[src/design/ipr_pkg.sv]
// Shared types, widths and register codes for the in-plane radial force unit.
package ipr_pkg;

   // Coordinate width of positions, centre, magnitude and force (signed Q16.16)
   localparam int COORD_W = 32;
   // Plane normal width (signed Q1.14)
   localparam int N_W = 16;
   // Normalized magnitude width after block scaling, and its signed form
   localparam int NORM_W = 30;
   localparam int V_W = NORM_W + 1;
   // Projection: dot product, projected vector, and the shift applied to v
   localparam int P1_W = V_W + N_W;
   localparam int D_W = 48;
   localparam int DN_W = D_W + N_W;
   // Signed u holds v * 2^28 - d * n for any 16-bit normal
   localparam int U_W = 63;
   localparam int PROJ_SHIFT = 28;
   // Sum of squares, root and remainder widths of the square-root pipe
   localparam int SQ_W = 2 * NORM_W;
   localparam int S_W = 62;
   localparam int ROOT_W = S_W / 2;
   localparam int REM_W = ROOT_W + 3;
   // Unit vector fraction bits, divider numerator and quotient widths
   localparam int E_FRAC = 30;
   localparam int NUM_W = NORM_W + E_FRAC + 1;
   localparam int Q_W = 31;
   // Final scaling: magnitude split in two halves
   localparam int HALF_W = 32;
   localparam int PROD_W = HALF_W + Q_W;
   localparam int RSUM_W = 2 * HALF_W + Q_W + 1;

   // Configuration register indexes
   localparam int CSR_IDX_W = 3;
   localparam logic [CSR_IDX_W-1:0] CSR_CENTRE_X = 3'd0;
   localparam logic [CSR_IDX_W-1:0] CSR_CENTRE_Y = 3'd1;
   localparam logic [CSR_IDX_W-1:0] CSR_CENTRE_Z = 3'd2;
   localparam logic [CSR_IDX_W-1:0] CSR_NORMAL_X = 3'd3;
   localparam logic [CSR_IDX_W-1:0] CSR_NORMAL_Y = 3'd4;
   localparam logic [CSR_IDX_W-1:0] CSR_NORMAL_Z = 3'd5;
   localparam logic [CSR_IDX_W-1:0] CSR_FORCE_MAG = 3'd6;

   localparam logic signed [N_W-1:0] NORMAL_Z_RESET = 16'sd16384;

   typedef struct packed {
      logic signed [COORD_W-1:0] pos_x;
      logic signed [COORD_W-1:0] pos_y;
      logic signed [COORD_W-1:0] pos_z;
   } req_type;

   typedef struct packed {
      logic signed [COORD_W-1:0] force_x;
      logic signed [COORD_W-1:0] force_y;
      logic signed [COORD_W-1:0] force_z;
      logic                      on_axis;
   } rsp_type;

   // Sideband that rides along the square-root pipe
   typedef struct packed {
      logic [2:0][NORM_W-1:0] wm;
      logic [2:0]             wneg;
      logic                   on_axis;
   } side_type;

   // Sideband that rides along the divider pipe
   typedef struct packed {
      logic [2:0] wneg;
      logic       on_axis;
   } div_side_type;

endpackage

[src/design/ipr_sqrt.sv]
// Pipelined integer square root, one root bit per stage.
module ipr_sqrt import ipr_pkg::*; #(
   parameter int SIDE_W = 1
) (
   input  logic              clock,
   input  logic              reset,
   input  logic              adv,
   input  logic              in_valid,
   input  logic [S_W-1:0]    in_rad,
   input  logic [SIDE_W-1:0] in_side,
   output logic              out_valid,
   output logic [ROOT_W-1:0] out_root,
   output logic [SIDE_W-1:0] out_side
);

   logic [ROOT_W-1:0] root_ff [ROOT_W];
   logic [REM_W-1:0]  rem_ff  [ROOT_W];
   logic [S_W-1:0]    rad_ff  [ROOT_W];
   logic [SIDE_W-1:0] side_ff [ROOT_W];
   logic [ROOT_W-1:0] valid_ff;

   for (genvar k = 0; k < ROOT_W; k++) begin : g_stage
      localparam int J = ROOT_W - 1 - k;
      logic [ROOT_W-1:0] root_prev, root_in;
      logic [REM_W-1:0]  rem_prev, rem_in;
      logic [S_W-1:0]    rad_prev;
      logic [SIDE_W-1:0] side_prev;
      logic              valid_prev;

      if (k == 0) begin : g_first
         assign root_prev = '0;
         assign rem_prev = '0;
         assign rad_prev = in_rad;
         assign side_prev = in_side;
         assign valid_prev = in_valid;
      end else begin : g_next
         assign root_prev = root_ff[k-1];
         assign rem_prev = rem_ff[k-1];
         assign rad_prev = rad_ff[k-1];
         assign side_prev = side_ff[k-1];
         assign valid_prev = valid_ff[k-1];
      end

      // bring in the next radicand pair and try the next root bit
      always_comb begin
         logic [REM_W-1:0] cur;
         logic [REM_W-1:0] trial;
         cur = {rem_prev[REM_W-3:0], rad_prev[2*J+1 -: 2]};
         trial = REM_W'({root_prev, 2'b01});
         if (cur >= trial) begin
            rem_in = cur - trial;
            root_in = {root_prev[ROOT_W-2:0], 1'b1};
         end else begin
            rem_in = cur;
            root_in = {root_prev[ROOT_W-2:0], 1'b0};
         end
      end

      always_ff @(posedge clock) begin
         if (reset) begin
            valid_ff[k] <= 1'b0;
         end else if (adv) begin
            valid_ff[k] <= valid_prev;
         end
      end

      always_ff @(posedge clock) begin
         if (adv) begin
            root_ff[k] <= root_in;
            rem_ff[k] <= rem_in;
            rad_ff[k] <= rad_prev;
            side_ff[k] <= side_prev;
         end
      end
   end

   assign out_valid = valid_ff[ROOT_W-1];
   assign out_root = root_ff[ROOT_W-1];
   assign out_side = side_ff[ROOT_W-1];

endmodule

[config.mk]
export PLATFORM = sky130hd
export DESIGN_NAME = ipr_sqrt
export DESIGN_NICKNAME = d
export VERILOG_FILES = /design/src/design/ipr_pkg.sv /design/src/design/ipr_sqrt.sv
export SDC_FILE = /design/constraint.sdc
export NUM_CORES = 2
export LEC_CHECK = 0
export BUFFER_PORTS_ARGS = -buffer_cell sky130_fd_sc_hd__buf_2
export CORE_MARGIN = 5
export CORE_UTILIZATION = 65
export DETAILED_ROUTE_END_ITERATION = 8
export PLACE_DENSITY = 0.89
export RECOVER_POWER = 25
export SETUP_SLACK_MARGIN = 0.1
export SYNTH_ARGS = -nofsm -noshare
export SYNTH_HDL_FRONTEND = slang
export SYNTH_SLANG_ARGS = --single-unit
[constraint.sdc]
create_clock -name clock -period 6.9 [get_ports clock]
set_input_delay 1.38 -clock clock [delete_from_list [all_inputs] [get_ports clock]]
set_output_delay 1.38 -clock clock [all_outputs]
set_load 0.1 [all_outputs]
# Yosys cells after proc, flatten, opt, wreduce, memory -nomap -nowiden
# Memories as Yosys holds them, arrays and structs flattened.
# Index checks and enable logic that the tools add are counted.
[word_totals]
ff_bits = 31
ram_bits = 3968
out_inout_bits = 33
word_cells = 161
mem_count = 4
[memory_table]
columns = ["name", "depth", "width", "rd", "rd_clocked_by_memory_dff", "write_ports", "line_no", "text"]
rows = [
  ["rad_ff", 31, 62, 30, 0, 31, "ipr_sqrt.sv:18", "logic [S_W-1:0] rad_ff [ROOT_W];"],
  ["rem_ff", 31, 34, 30, 0, 31, "ipr_sqrt.sv:17", "logic [REM_W-1:0] rem_ff [ROOT_W];"],
  ["root_ff", 31, 31, 31, 0, 31, "ipr_sqrt.sv:16", "logic [ROOT_W-1:0] root_ff [ROOT_W];"],
  ["side_ff", 31, 1, 31, 0, 31, "ipr_sqrt.sv:19", "logic [SIDE_W-1:0] side_ff [ROOT_W];"],
]
[classes]
addsub = 31
magnitude_cmp = 31
mux = 64
[ops]
columns = ["cell", "n"]
rows = [
  ["two-way mux 34 bit", 31],
  ["greater-or-equal comparator 34 x 33 -> 1 bit", 30],
  ["subtractor 34 x 33 -> 34 bit", 30],
  ["two-way mux 1 bit", 33],
  ["subtractor 2 x 1 -> 3 bit (second input constant)", 1],
  ["greater-or-equal comparator 2 x 1 -> 1 bit (second input constant)", 1],
]

# Depth between registers and ports, before layout
# An unclocked memory read counts as a cell.
[depth]
word_depth = 3
depth_mapped = 15
mapped_depth_nobuf = 13

# Least setup slack after synthesis
# OpenSTA, ideal clock, no wires.
[synth_timing]
path_type = "reg2reg"
from = "memory rem_ff[27][0] in the netlist's numbering"
to = "memory rem_ff[28][4] in the netlist's numbering (data pin)"
setup_time_ns = 0.260
arrival_ns = 3.099
required_ns = 6.640
setup_slack_ns = 3.542
path_stages_with_launch = 12
n_path_buf = 1
period_less_slack_ns = 3.358
cell_sequence = "edfxtp_1 > ha_1 > nor2b_1 > o31a_1 > a2bb2oi_1 > a211o_1 > a21oi_1 > o21bai_1 > a21o_1 > a31oi_1 > clkbuf_1 > mux2_2"
[synth_lines]
columns = ["element", "line_no"]
rows = [
  ["from (decl)", "ipr_sqrt.sv:17"],
]

==> flow_metrics.tcl <==
set metrics [dict create \
    outcome "finished clean" \
    ys_types 94 \
    synthToLayoutAreaGrowth_pct 10.17 \
    critical_path_arrival_ps 5010 \
    drv_slew 0 \
    dp_cells 10606 \
    r2r-start "root_ff[1][310]$_DFFE_PP_" \
    wl_per_cell_um 21.77 \
    crit_chain "inv_1, ha_1, nor2b_1, o31a_1, o31a_1, nor2_1, a31oi_1, a21oi_1, a21oi_1, nor3_2, buf_4, a211oi_1, a21o_1" \
    max_freq_ghz 0.2276 \
    core_area_um2 167600 \
    ys_seq_area_frac 0.6534 \
    worst_pin_slew_ps 1257 \
    ys.warnings.count 0 \
    yosysTopAreaCell "edfxtp_1" \
    synthesis.area_um2 109900 \
    die_h_um 421.1 \
    min_path_type "reg -> reg" \
    cts_tree "built" \
    finalClockSkew_ps 29.88 \
    rsz0062_at_grt "no" \
    vias_per_cell 6.128 \
    min_from "rad_ff[0][832]$_DFFE_PP_" \
    fin_crit_sh 0.6369 \
    gr-usage-all-layers 0.2666 \
    endpoint_kind "flip-flop" \
    critPathRequiredTime_ps 7510 \
    clkSinkCount 2401 \
    synthTopCellsByArea "edfxtp_1, ha_1, xor2_1" \
    grt.overflow.total 0 \
    grt_pass1_wl_um 374700 \
    dieArea_um2 177400 \
    clk_path_buf_depth 3 \
    critPathLaunchType "flip-flop" \
    startpoint "root_ff[1][310]$_DFFE_PP_" \
    start_util 0.6556 \
    slowest_delay_ps 760 \
    setup_viol 0 \
    fillers 10229 \
    worstSkewPairLatency_ps 870 \
    power_mw 40.57 \
    nets 9231 \
    layout_commonest_cell "edfxtp_1" \
    drive_gt1_frac 0.07447 \
    p_sw_frac 0.2848 \
    seqCellArea_um2 71790 \
    p_leak_nw 46.47 \
    port_buffers 99 \
    drtAntennaViolNets 0 \
    relSlewSlack 0.1621 \
    combinationalPowerShare 0.199 \
    async_flop_share 0 \
    maxCapViolations 0 \
    yosysTopAreaCellShare 0.6477 \
    grt_pass1_vias 68810 \
    hold_buffers 0 \
    avgSynthCellArea_um2 13.07 \
    num_vias 67657 \
    numCtsBuffers 232 \
    cpMaxStageDelayCell "nor3_2" \
    cts-root-buf "clkbuf_16" \
    routed_wl_um 240300 \
    fp.dieW_um 421.1 \
    crit_type "reg -> reg" \
    rows 150 \
    multiInputGateArea_um2 35120 \
    p_switching_mw 11.55 \
    io_pins 100 \
    intPower_mw 29.01 \
    pwr-share-clk 0.319 \
    post_cts_resized 0 \
    fin_crit_ps 4395 \
    peakVddDrop_uv 345.2 \
    synth_edf_count 2370 \
    path_max_fanout 44 \
    cts_setup_buffers 0 \
    drt_first_pass_iters 8 \
    seqPwrFrac 0.483 \
    grt_max_degree 192 \
    place_congestion 0.9859 \
    drc_errors 0 \
    fin_setup_tns_ps 0 \
    dr.first_iter.drc_count 6448 \
    final_cell_mix "edfxtp_1, inv_1, nand2_1" \
    final_cells 11041 \
    htreeDepth 4 \
    synth_cells 8406 \
    synth_ff_type "edfxtp_1" \
    ys_ff_latch 2401 \
    antenna_found_initial 3 \
    hold_viol_final 0 \
    path_clk_slew_ps 70 \
    synth_fp_nets 9001 \
    dp_hpwl_um 163100 \
    powerDensity_nw_per_um2 335.1 \
]
[cell usage after synthesis (84+ instances only)]
master and number:
nor2_1 493, nor4_1 98, o21ai_0 508, o21a_1 84
xor2_1 401, nand3_1 112, clkbuf_1 136, ha_1 528
nand2_1 630, inv_1 659, xnor2_1 357, edfxtp_1 2370
a21oi_1 487, nor3_1 174, nand2b_1 100, or3_1 90
a21o_1 207
[cell type report]
| cell class | count | area share |
|---|---|---|
| Multi-Input combinational cell | 5191 | 0.2901 |
| Inverter | 659 | 0.02044 |
| Tap cell | 2204 | 0.02278 |
| Sequential cell | 2401 | 0.5931 |
| Antenna cell | 1 | 0.00002067 |
| Clock buffer | 259 | 0.04967 |
| Clock inverter | 175 | 0.01494 |
| Timing Repair Buffer | 151 | 0.008993 |
[per-stage QoR]
| stage | setup slack, ps | util | area, um2 | hold WS [ps] |
|---|---|---|---|---|
| floorplan | 3542 | - | 109900 | 400.3 |
| detailed placement | 2521 | 0.6756 | 113200 | 404.5 |
| global route | 2078 | 0.7222 | 121000 | 417.4 |
| CTS | 2510 | 0.7222 | 121000 | 404.6 |
| finish | 2505 | 0.7222 | 121000 | 389.9 |
| global placement | 2524 | 0.6756 | 113200 | 400.2 |
[per-layer routing]
metal,global-route usage,share of wire
met2,0.4823,0.52
met5,0,0.000054
met4,0.1521,0.064
met1,0.3028,0.36
met3,0.03883,0.059
[power by group through the flow]
| stage | logic (mW) | registers [mW] | clock network, mW |
|---|---|---|---|
| 6_report | 8.07 | 19.6 | 12.9 |
| 5_1_grt | 8.88 | 19.7 | 13.8 |
| 4_1_cts | 7.99 | 19.6 | 13.2 |
| 3_5_place_dp | 7.89 | 19.8 | 0 |
| 3_3_place_gp | 7.67 | 19.8 | 0 |
| 2_1_floorplan | 5.75 | 19.4 | 0 |
[worst paths after layout]
kind / endpoint / slack, ps / depth (start not counted)
max: rem_ff[27][4]$_DFFE_PP_ / 2510 / 13
min reg2reg: rad_ff[0][894]$_DFFE_PP_ / 390 / 0
min: rad_ff[0][894]$_DFFE_PP_ / 390 / 0
max reg2reg: rem_ff[27][4]$_DFFE_PP_ / 2510 / 13
[state kept, by name, indices dropped and copies added (netlist names)]
| name | flops |
|---|---|
| rad_ff | 930 |
| g_stage.valid_prev | 30 |
| side_ff | 31 |
| root_ff | 496 |
| rem_ff | 913 |
| out_valid | 1 |
[logic make-up after synthesis]
kind of cell	count (synthesis)	synth area share
buffers and inverters	814	0.02802
XOR/XNOR	758	0.06042
flip-flops	2401	0.6534
AO/OA/AOI/OAI	1687	0.09423
multiplexers	94	0.009189
AND/OR/NAND/NOR	2123	0.09462
other	1	0.00003413
adder cells (fa/ha/maj)	528	0.06013
[critical path, delay by kind of cell, from the launching register on]
kind,cells,cell delay (ps)
AO/OA/AOI/OAI,7,1640
AND/OR/NAND/NOR,3,1180
buffers and inverters,2,570
flip-flops,1,380
adder cells (fa/ha/maj),1,340
Power figures use the tool's default switching activity.
